[src/rtl/n_queens_backtrack_counter_top_macros.svh]
// Assertion macros for the queens search block.
// NQBC_ASSERT checks only outside reset; NQBC_ASSERT_NR also checks across reset.
`ifndef N_QUEENS_BACKTRACK_COUNTER_TOP_MACROS_SVH
`define N_QUEENS_BACKTRACK_COUNTER_TOP_MACROS_SVH
`ifndef NO_ASSERTIONS
`define NQBC_ASSERT(lbl, prop, msg) \
  lbl: assert property (@(posedge clk) disable iff (!rst_n) prop) else $error(msg);
`define NQBC_ASSERT_NR(lbl, prop, msg) \
  lbl: assert property (@(posedge clk) prop) else $error(msg);
`else
`define NQBC_ASSERT(lbl, prop, msg)
`define NQBC_ASSERT_NR(lbl, prop, msg)
`endif
`endif

[src/rtl/nqbc_pkg.sv]
package nqbc_pkg;

  localparam int MAX_SIZE = 16;
  localparam int COL_W    = 4;
  localparam int ROW_W    = 5;
  localparam int COUNT_W  = 24;
  localparam int PLACE_W  = 64;
  localparam int SIZE_W   = 5;
  localparam logic [SIZE_W-1:0] SIZE_RESET = SIZE_W'(8);

  typedef logic [MAX_SIZE-1:0] mask_t;

  // Occupancy seen by one row: columns and both diagonals, diagonals kept relative
  typedef struct packed {
    mask_t cols;
    mask_t ld;
    mask_t rd;
  } masks_t;

  // Per-cell strobes from the sequencer
  typedef struct packed {
    logic load;
    logic place;
  } cell_ctrl_t;

  // Columns below the board size
  function automatic mask_t size_mask(input logic [ROW_W-1:0] n);
    mask_t m;
    for (int i = 0; i < MAX_SIZE; i++) begin
      m[i] = (ROW_W'(i) < n);
    end
    return m;
  endfunction

  // Columns at or above the first column to try
  function automatic mask_t from_mask(input logic [ROW_W-1:0] c);
    mask_t m;
    for (int i = 0; i < MAX_SIZE; i++) begin
      m[i] = (ROW_W'(i) >= c);
    end
    return m;
  endfunction

endpackage

[src/rtl/nqbc_if.sv]
// Start channel
interface nqbc_in_if;
  logic valid;
  logic ready;
  logic start_req;
  modport source (output valid, output start_req, input ready);
  modport sink (input valid, input start_req, output ready);
endinterface

// Result channel
interface nqbc_out_if;
  logic        valid;
  logic        ready;
  logic [23:0] solution_count;
  logic        any_found;
  logic [63:0] first_placement;
  modport source (output valid, output solution_count, output any_found,
                  output first_placement, input ready);
  modport sink (input valid, input solution_count, input any_found,
                input first_placement, output ready);
endinterface

// Board size write channel
interface nqbc_cfg_if;
  logic       valid;
  logic       ready;
  logic [4:0] board_size;
  modport source (output valid, output board_size, input ready);
  modport sink (input valid, input board_size, output ready);
endinterface

[src/rtl/n_queens_backtrack_counter_top.sv]
// Channel  Direction  Payload
// in_ch    sink       start_req
// out_ch   source     solution_count, any_found, first_placement
// cfg_ch   sink       board_size (always ready)
//
// A search takes one placement or backtrack step at a time, with an extra step for each
// solution found, plus a start and a hand-over.
// The step rate is set by the row cell chain: one active cell decides per cycle.
// Reset sets board_size to 8; there is no clearing pass.
// in_ch is ready only between searches; a result waits in the output register
// while the next start is taken, and a finished search holds until that register frees.
`include "n_queens_backtrack_counter_top_macros.svh"

module n_queens_backtrack_counter_top
  import nqbc_pkg::*;
(
  input logic      clk,
  input logic      rst_n,
  nqbc_in_if.sink  in_ch,
  nqbc_out_if.source out_ch,
  nqbc_cfg_if.sink cfg_ch
);

  typedef enum logic [1:0] {S_IDLE, S_RUN, S_FINISH} state_t;

  state_t               state_r;
  logic [SIZE_W-1:0]    board_size_r;
  logic [ROW_W-1:0]     n_r;
  mask_t                mask_r;
  logic [ROW_W-1:0]     row_r;
  logic [ROW_W-1:0]     next_r;
  logic [COUNT_W-1:0]   count_r;
  logic                 first_valid_r;
  logic [PLACE_W-1:0]   first_r;
  logic                 out_valid_r;
  logic [COUNT_W-1:0]   out_count_r;
  logic                 out_found_r;
  logic [PLACE_W-1:0]   out_place_r;

  masks_t               cell_in   [MAX_SIZE];
  masks_t               cell_out  [MAX_SIZE];
  cell_ctrl_t           cell_ctrl [MAX_SIZE];
  logic [COL_W-1:0]     cell_col  [MAX_SIZE];
  logic [MAX_SIZE-1:0]  found_v;
  logic [MAX_SIZE-1:0]  place_v;

  logic                 start_go;
  logic                 at_end;
  logic                 run_place;
  logic [COL_W-1:0]     row_idx;
  logic [COL_W-1:0]     prev_idx;
  logic [ROW_W-1:0]     size_sat;
  logic [PLACE_W-1:0]   packed_place;
  logic                 out_load;

  assign in_ch.ready  = (state_r == S_IDLE);
  assign cfg_ch.ready = 1'b1;

  assign out_ch.valid           = out_valid_r;
  assign out_ch.solution_count  = out_count_r;
  assign out_ch.any_found       = out_found_r;
  assign out_ch.first_placement = out_place_r;

  // Load the output register when a search is done and the register is free
  assign out_load = (state_r == S_FINISH) && (!out_valid_r || out_ch.ready);

  // Decode the current step
  always_comb begin
    start_go  = in_ch.valid && in_ch.ready && in_ch.start_req;
    size_sat  = (board_size_r > SIZE_W'(MAX_SIZE)) ? ROW_W'(MAX_SIZE) : board_size_r;
    row_idx   = row_r[COL_W-1:0];
    prev_idx  = row_idx - COL_W'(1);
    at_end    = (row_r == n_r);
    run_place = (state_r == S_RUN) && !at_end && found_v[row_idx];
    for (int i = 0; i < MAX_SIZE; i++) begin
      place_v[i] = run_place && (row_idx == COL_W'(i));
      packed_place[COL_W*i +: COL_W] = (ROW_W'(i) < n_r) ? cell_col[i] : '0;
    end
  end

  // Chain of row cells: each loads its occupancy when the row above places, the first on start
  for (genvar g = 0; g < MAX_SIZE; g++) begin : g_row
    if (g == 0) begin : g_first
      assign cell_in[g]        = '0;
      assign cell_ctrl[g].load = start_go;
    end else begin : g_rest
      assign cell_in[g]        = cell_out[g-1];
      assign cell_ctrl[g].load = place_v[g-1];
    end
    assign cell_ctrl[g].place = place_v[g];

    nqbc_cell u_cell (
      .clk        (clk),
      .ctrl       (cell_ctrl[g]),
      .masks_in   (cell_in[g]),
      .start_col  (next_r),
      .board_mask (mask_r),
      .masks_out  (cell_out[g]),
      .found      (found_v[g]),
      .col_r      (cell_col[g])
    );
  end

  // Sequence the search and hold the result
  always_ff @(posedge clk) begin
    if (!rst_n) begin
      state_r       <= S_IDLE;
      board_size_r  <= SIZE_RESET;
      out_valid_r   <= 1'b0;
      count_r       <= '0;
      first_valid_r <= 1'b0;
      row_r         <= '0;
    end else begin
      if (cfg_ch.valid && cfg_ch.ready) begin
        board_size_r <= cfg_ch.board_size;
      end
      if (out_load) begin
        out_valid_r <= 1'b1;
      end else if (out_ch.valid && out_ch.ready) begin
        out_valid_r <= 1'b0;
      end
      case (state_r)
        S_IDLE: begin
          if (start_go) begin
            n_r           <= size_sat;
            mask_r        <= size_mask(size_sat);
            row_r         <= '0;
            next_r        <= '0;
            count_r       <= '0;
            first_valid_r <= 1'b0;
            first_r       <= '0;
            state_r       <= (size_sat == '0) ? S_FINISH : S_RUN;
          end
        end
        S_RUN: begin
          if (at_end) begin
            // count the solution, keep the first, step back
            count_r <= count_r + COUNT_W'(1);
            if (!first_valid_r) begin
              first_r       <= packed_place;
              first_valid_r <= 1'b1;
            end
            row_r  <= row_r - ROW_W'(1);
            next_r <= {1'b0, cell_col[prev_idx]} + ROW_W'(1);
          end else if (found_v[row_idx]) begin
            row_r  <= row_r + ROW_W'(1);
            next_r <= '0;
          end else if (row_r == '0) begin
            state_r <= S_FINISH;
          end else begin
            row_r  <= row_r - ROW_W'(1);
            next_r <= {1'b0, cell_col[prev_idx]} + ROW_W'(1);
          end
        end
        S_FINISH: begin
          if (out_load) begin
            out_count_r <= count_r;
            out_found_r <= first_valid_r;
            out_place_r <= first_r;
            state_r     <= S_IDLE;
          end
        end
        default: begin
          state_r <= S_IDLE;
        end
      endcase
    end
  end

  `NQBC_ASSERT(a_row_bound, (state_r == S_RUN) |-> (row_r <= n_r), "row beyond board size")
  `NQBC_ASSERT(a_one_place, $onehot0(place_v), "more than one row placing")
  `NQBC_ASSERT(a_found_count, first_valid_r == (count_r != '0), "found flag and count disagree")
  `NQBC_ASSERT(a_out_load, $rose(out_valid_r) |-> $past(state_r == S_FINISH), "result without finish")
  `NQBC_ASSERT_NR(a_reset_idle, !rst_n |=> (state_r == S_IDLE) && !out_valid_r, "not idle after reset")

endmodule

[src/rtl/nqbc_cell.sv]
module nqbc_cell
  import nqbc_pkg::*;
(
  input  logic             clk,
  input  cell_ctrl_t       ctrl,
  input  masks_t           masks_in,
  input  logic [ROW_W-1:0] start_col,
  input  mask_t            board_mask,
  output masks_t           masks_out,
  output logic             found,
  output logic [COL_W-1:0] col_r
);

  masks_t           masks_r;
  mask_t            free;
  mask_t            queen;
  logic [COL_W-1:0] found_col;

  // Pick the lowest free column at or above the start column
  always_comb begin
    free      = ~(masks_r.cols | masks_r.ld | masks_r.rd) & board_mask & from_mask(start_col);
    found     = |free;
    found_col = '0;
    for (int i = MAX_SIZE - 1; i >= 0; i--) begin
      if (free[i]) begin
        found_col = COL_W'(i);
      end
    end
  end

  // Hand the occupancy with this queen added to the next row
  always_comb begin
    queen          = mask_t'(1) << found_col;
    masks_out.cols = masks_r.cols | queen;
    masks_out.ld   = (masks_r.ld | queen) << 1;
    masks_out.rd   = (masks_r.rd | queen) >> 1;
  end

  // Hold incoming occupancy and the chosen column
  always_ff @(posedge clk) begin
    if (ctrl.load) begin
      masks_r <= masks_in;
    end
    if (ctrl.place) begin
      col_r <= found_col;
    end
  end

endmodule
[src/flat_wrapper.sv]
// flat-port wrapper written by rule: the top's interface ports become plain ports
module n_queens_backtrack_counter_top_flat import nqbc_pkg::*;
  (clk, rst_n, in_ch_valid, in_ch_start_req, in_ch_ready, out_ch_valid, out_ch_solution_count, out_ch_any_found, out_ch_first_placement, out_ch_ready, cfg_ch_valid, cfg_ch_board_size, cfg_ch_ready);
  nqbc_in_if in_ch_i ();
  nqbc_out_if out_ch_i ();
  nqbc_cfg_if cfg_ch_i ();
  input logic clk;
  input logic rst_n;
  input wire logic [$bits(in_ch_i.valid)-1:0] in_ch_valid;
  input wire logic [$bits(in_ch_i.start_req)-1:0] in_ch_start_req;
  output wire logic [$bits(in_ch_i.ready)-1:0] in_ch_ready;
  output wire logic [$bits(out_ch_i.valid)-1:0] out_ch_valid;
  output wire logic [$bits(out_ch_i.solution_count)-1:0] out_ch_solution_count;
  output wire logic [$bits(out_ch_i.any_found)-1:0] out_ch_any_found;
  output wire logic [$bits(out_ch_i.first_placement)-1:0] out_ch_first_placement;
  input wire logic [$bits(out_ch_i.ready)-1:0] out_ch_ready;
  input wire logic [$bits(cfg_ch_i.valid)-1:0] cfg_ch_valid;
  input wire logic [$bits(cfg_ch_i.board_size)-1:0] cfg_ch_board_size;
  output wire logic [$bits(cfg_ch_i.ready)-1:0] cfg_ch_ready;
  assign in_ch_i.valid = in_ch_valid;
  assign in_ch_i.start_req = in_ch_start_req;
  assign in_ch_ready = in_ch_i.ready;
  assign out_ch_valid = out_ch_i.valid;
  assign out_ch_solution_count = out_ch_i.solution_count;
  assign out_ch_any_found = out_ch_i.any_found;
  assign out_ch_first_placement = out_ch_i.first_placement;
  assign out_ch_i.ready = out_ch_ready;
  assign cfg_ch_i.valid = cfg_ch_valid;
  assign cfg_ch_i.board_size = cfg_ch_board_size;
  assign cfg_ch_ready = cfg_ch_i.ready;
  n_queens_backtrack_counter_top u_core (.clk(clk), .rst_n(rst_n), .in_ch(in_ch_i), .out_ch(out_ch_i), .cfg_ch(cfg_ch_i));
endmodule
[config.mk]
export PLATFORM = sky130hd
export DESIGN_NAME = n_queens_backtrack_counter_top_flat
export DESIGN_NICKNAME = d
export VERILOG_FILES = /design/src/rtl/nqbc_pkg.sv /design/src/rtl/nqbc_if.sv /design/src/rtl/n_queens_backtrack_counter_top.sv /design/src/rtl/nqbc_cell.sv /design/src/flat_wrapper.sv
export VERILOG_INCLUDE_DIRS = /design/src /design/src/rtl
export SDC_FILE = /design/constraint.sdc
export NUM_CORES = 2
export LEC_CHECK = 0
export BUFFER_PORTS_ARGS = -buffer_cell sky130_fd_sc_hd__clkbuf_2
export CORE_UTILIZATION = 54
export DETAILED_ROUTE_END_ITERATION = 6
export PLACE_DENSITY = 0.73
export SYNTH_ARGS = -nofsm -noshare
export SYNTH_HDL_FRONTEND = slang
export SYNTH_SLANG_ARGS = --single-unit
export TNS_END_PERCENT = 20
[constraint.sdc]
create_clock -name clk -period 9.6 [get_ports clk]
set_input_delay 1.92 -clock clk [delete_from_list [all_inputs] [get_ports clk]]
set_output_delay 1.92 -clock clk [all_outputs]
set_load 0.02 [all_outputs]
# Word level (Yosys, flattened, before mapping)
# Index checks and enable logic that the tools add are counted.
# Widths: inputs -> output; s select.
totals:
  ff_bits: 971
  inputBits: 11
  elab_cells: 655
classes:
  n_addsub: 5
  order_cmp: 51
  eq_ne: 26
  n_shift: 15
  n_mux: 305
  bitwise_logic: 119
  reduce_logical: 57
op_table:
  columns: ["op", "n"]
  rows:
  - ["$mux 4", 266]
  - ["$and 16x16->16", 31]
  - ["$or 16x16->16", 29]
  - ["$reduce_or 16->1", 16]
  - ["$not 16->16", 15]
  - ["$or 16x15->16", 15]
  - ["$shl 1x4->16 const A", 15]
  - ["$or 15x16->16", 14]
  - ["$or 15x15->15", 14]
  - ["$mux 64", 3]
  - ["$pmux 64 s2", 1]
  - ["$lt 4x5->1 const A", 16]
  - ["$mux 24", 2]
  - ["$pmux 24 s2", 1]
  - ["$ge 4x5->1 const A", 8]
  - ["$lt 3x5->1 const A", 8]
  - ["$mux 5", 8]
  - ["$eq 4x4->1 const B", 8]
  - ["$add 24x1->24 const B", 1]
  - ["$logic_and 1x1->1", 22]
  - ["$ge 3x5->1 const A", 4]
  - ["$lt 1x5->1 const A", 4]
  - ["$lt 2x5->1 const A", 4]
  - ["$pmux 5 s2", 2]
  - ["38 further kinds", 71]

# Longest topological paths before layout
depth:
  depth_word: 23
  ltp_mapped: 16
  mapped_depth_nobuf: 11

# By module
# Synthesis repeated with hierarchy kept, for this count alone.
hier_totals:
  hier_cells: 4119
  hier_area_um2: 53846.6
modules_own_cells:
  columns: ["module", "instances", "cells_per_inst", "area_each_um2", "seq_area_each_um2"]
  rows:
  - ["nqbc_cell at u_core.g_row[0].u_cell ...", 15, 214, 2787.7, 1561.5]
  - ["n_queens_backtrack_counter_top", 1, 677, 9250.1, 6105.9]
  - ["nqbc_cell at u_core.g_row[9].u_cell", 1, 232, 2781.4, 1561.5]

# Worst setup path before layout
# No wires, ideal clock.
synth_timing:
  path_type: "input to register"
  start: "input port rst_n"
  end: "register u_core.out_found_r (netlist: u_core.out_ch.any_found) (enable)"
  setup_ns: 0.664
  arrival_time_ns: 8.678
  t_required_ns: 8.936
  setup_slack_ns: 0.258
  stages: 3
  cell_sequence: "inv_1 clkbuf_1 nor3b_1"
synth_between:
  elab_chain_len: 1
synth_rtl:
  columns: ["item", "line", "source"]
  rows:
  - ["from (decl)", "flat_wrapper.sv:8", "input logic rst_n;"]
  - ["$reduce_and 3->1 (no line)", null, null]
  - ["to (signal assigned)", "n_queens_backtrack_counter_top.sv:158", "out_found_r <= first_valid_r;"]
  - ["to (decl)", "n_queens_backtrack_counter_top.sv:37", "logic out_found_r;"]
# No other way between the ends.
# A chain may end at the register's enable or synchronous reset.

==> results.txt <==
The worst endpoint data arrival time was 7.12 ns. Worst hold path class: register to register. The clock period could shrink to 6.84 ns. The tools report the net total in the final layout as 3527.

Setup repair after global routing left no endpoint under its margin. For the first-pass iteration count of the detailed router, the log shows 6. Broken down by cell family, the worst path's largest delay share belongs to simple AND/OR/NAND/NOR gates. Walking the worst path, the cells encountered are nor4_4, buf_4, nand2_1, o41ai_1, nor2_1, nand4_1, a41oi_1, nor4_4, nand2_2, nor2_1, and4_2. Setup total negative slack on the finished layout was measured at 0 ns.

The mapped netlist covers 0.0422 mm^2. The worst path uses 71.2% of the clock period. Synthesis instantiated 79 different standard cells from the library.

By area the synthesized netlist is led by edfxtp_1 (64%), or2_2 (3.9%), nand2b_1 (3.1%). STA classifies the critical path endpoint as a register. The number of flops mapped to enable cells by yosys was 902. Routability-driven placement finished with a final weighted congestion of 0.980.

Measured along the x axis, the die boundary spans 281 um. Port buffering added 101 buffers. The tools report the overall routed net length as 131000 um. The worst hold path was traced through 0 stages. The region available for standard cell placement spans 0.0773 mm^2. The worst register-to-register path ends at u_core.g_row[7].u_cell.masks_r[5]$_DFFE_PP_. The total global routing track utilization is 32.9%, and the area of the die is 0.0792 mm^2. The first global-routing pass estimated 185000 um of wire. For the worst setup path, the data required time is 9.88 ns. TritonCTS built the clock tree. Excluding fillers, the count of instances in the completed layout stands at 4628. Dividing the detail-routed wire length by the instance count gives 28.2 um. The worst-path maximum fanout was 50; the number of buffers created by CTS was 96.

The worst hold slack is 0.418 ns, and the worst reg-to-reg setup slack is 2.76 ns. The logs give 0.0472 mm^2 for the final standard cell area without fillers and 0 for the max-capacitance violation count. The initial utilization of the core area, before any placement, comes to 54.5%.

The run gives 0 as the buffers inserted during post-CTS setup optimization. The longest clock path from root to sink contains 3 buffers. Yosys printed 0 warnings.

After detailed routing, the number of remaining DRC violations is 0. The worst-case IR drop observed on VDD is 0.000154 V. The run gives 29600 as the total via count after detailed routing. The logs give 2 for the initial antenna violation count and 0 for the residual overflow from global routing.

Once placement completed, the tool counted placed cells totaling 4451. Pin placement for this block handled 103 I/O pins. Summing all placed instances gives a cell area of 0.0440 mm^2. Of the cells placed in the final design, the portion with a size suffix greater than 1 is 17.8%. The final-report setup violation count is 0, and the number of nets produced by synthesis is 3385. Counting flops with an async set or reset pin after synthesis yields a share of 0%.

At the pin with the least slew margin, the transition time is 1.26 ns. The synthesized design spends more area on one cell type than any other, namely edfxtp_1. By instance count, the leading cell after synthesis is edfxtp_1. The floorplan step set the die height to 281 um. The post-synthesis area per instance came out at 12.5 um^2. For this design, the slowest cell found on the critical path is and4_2. For the number of global-route vias before repair, the log shows 27800. The commonest cells after synthesis are edfxtp_1 (902), or2_2 (266), nand3_1 (244). The number of DRC markers in iteration 0 is 4138, and the total power per unit cell area is 189 mW/mm^2. The largest single stage delay on the critical path is 1.16 ns. Counting flops and latches in the post-synthesis netlist gives 940. For the worst relative slew slack, the log shows 15.5%. The maximum frequency from static timing analysis was 146 MHz; the clock-pin slew reported for the worst setup and hold paths after clock tree synthesis was 0.06 ns. The run gives 0 as the number of pins exceeding their max-slew limit in the final report. The tools report the post-route clock skew as 0.0263 ns. The H-tree was split into 3 levels. Synthesis handed over a netlist of 3367 instances. Sum of net half-perimeters after detailed placement: 96800 um.

The initialized floorplan defines 102 standard-cell rows. The logs give 0 for the count of endpoints failing hold in the final timing report and 66.0% for the part of the Yosys area used for sequential elements. In the synthesized netlist the dominant register cell turns out to be edfxtp_1. The kind of start point of the critical path is a register.

The startpoint identified for the worst register-to-register timing path is u_core.next_r[4]$_SDFFCE_PN0P_. Dividing the detail-routed via count by the number of cells gives 6.40. For this design, the sink count on the clock tree is 940.

The flow ran to the end, and the final reports show no timing, DRC or antenna violations. The insertion delay to the later sink of the worst-skew pair came out at 0.68 ns. Once the clock tree was built, the resizer swapped 0 gates to a different size. The synthesis-to-finish area growth works out to 12.0%. The number of cell instances on the worst register-to-register path is 11.

The logs give 0 for the number of nets with antenna violations after routing and 0.0166 uW for the cell leakage power. The top cell type's share of synthesized area was 64.2%. Clock tree root buffer cell: clkbuf_16.

The total buffers and inverters traversed by the critical path came out at 1. Entering global routing, the biggest net connects 55 pins. Type of the worst setup path: register to register.

For hold timing, the worst endpoint is u_core.out_ch.first_placement[9]$_DFFE_PP_. In this run the most critical hold path is launched from u_core.first_r[9]$_SDFFCE_PP0P_. Buffers inserted to repair hold after CTS numbered 0.
-- stage by stage --
step                utilization [%]  power (uW)  setup slack [ns]
global route                   61.1        9160              2.49
finish                         61.1        8950              2.76
global placement               56.9        5220              3.07
detailed placement             56.9        5230              3.06
CTS                            61.1        8960              3.01
floorplan                         -        5000             0.258
-- cells in the final DEF (no fill, tap or decap), drive strengths merged, types with 75 or more instances in the layout --
cell and instances:
clkbuf 208, edfxtp 902, nor3 235, nand2b 207
nor2 202, or2 267, o21bai 152, nand2 158
and2 75, nand3 244
-- report_power, final --
part / switching [uW] / internal [uW] / total, uW
sequential: 53.5 / 4520 / 4580
clock: 1630 / 2150 / 3780
combinational: 419 / 170 / 589
-- cell type report --
| cell class | instances | area, um^2 |
|---|---|---|
| well taps | 1040 | 1300 |
| multi-input cells | 2276 | 13900 |
| repair buffers | 147 | 851 |
| flip-flops and latches | 940 | 27800 |
| clock inverters | 69 | 758 |
| inverters | 48 | 180 |
| clock buffers | 107 | 2440 |
| diodes | 1 | 2.50 |
| fillers | 6114 | 30100 |
-- flip-flops by register name (all words and copies together) (netlist names), 16 cells and up --
| name | cells |
|---|---|
| u_core.g_row.u_cell.col_r | 64 |
| u_core.out_ch.first_placement | 64 |
| u_core.out_ch.solution_count | 24 |
| u_core.mask_r | 16 |
| u_core.g_row.u_cell.masks_r | 660 |
| u_core.first_r | 64 |
| u_core.count_r | 24 |
-- layer usage --
layer	GRT usage, %	wire length (um)	up-vias
met4	17.1	7570	2
met2	52.7	61000	1701
met3	6.54	12400	379
met5	0	13	-
met1	42.7	49600	14500
li1	-	-	13000
-- worst max-delay path by stage --
stage               cells past startpoint                            from  slack [ns]                                      endpoint
finish                                 11  u_core.next_r[4]$_SDFFCE_PN0P_        2.76   u_core.g_row[7].u_cell.masks_r[5]$_DFFE_PP_
global route                           11  u_core.next_r[4]$_SDFFCE_PN0P_        2.49  u_core.g_row[7].u_cell.masks_r[21]$_DFFE_PP_
CTS                                    11  u_core.next_r[4]$_SDFFCE_PN0P_        3.01  u_core.g_row[7].u_cell.masks_r[13]$_DFFE_PP_
detailed placement                     11  u_core.next_r[4]$_SDFFCE_PN0P_        3.06  u_core.g_row[7].u_cell.masks_r[13]$_DFFE_PP_
global placement                       11  u_core.next_r[4]$_SDFFCE_PN0P_        3.07  u_core.g_row[7].u_cell.masks_r[37]$_DFFE_PP_
floorplan                               3                           rst_n        0.26             u_core.out_ch.any_found$_DFFE_PP_
-- cells by family after synthesis --
logic type,Yosys count,share of synthesized area [%]
AO/OA/AOI/OAI,549,9.08
AND/OR/NAND/NOR,1680,21.8
multiplexers,28,1.26
other,1,0.00889
XOR/XNOR,11,0.228
flip-flops,940,66.0
buffers and inverters,151,1.39
adder cells (fa/ha/maj),7,0.208
(Power assumes the default switching activity.)
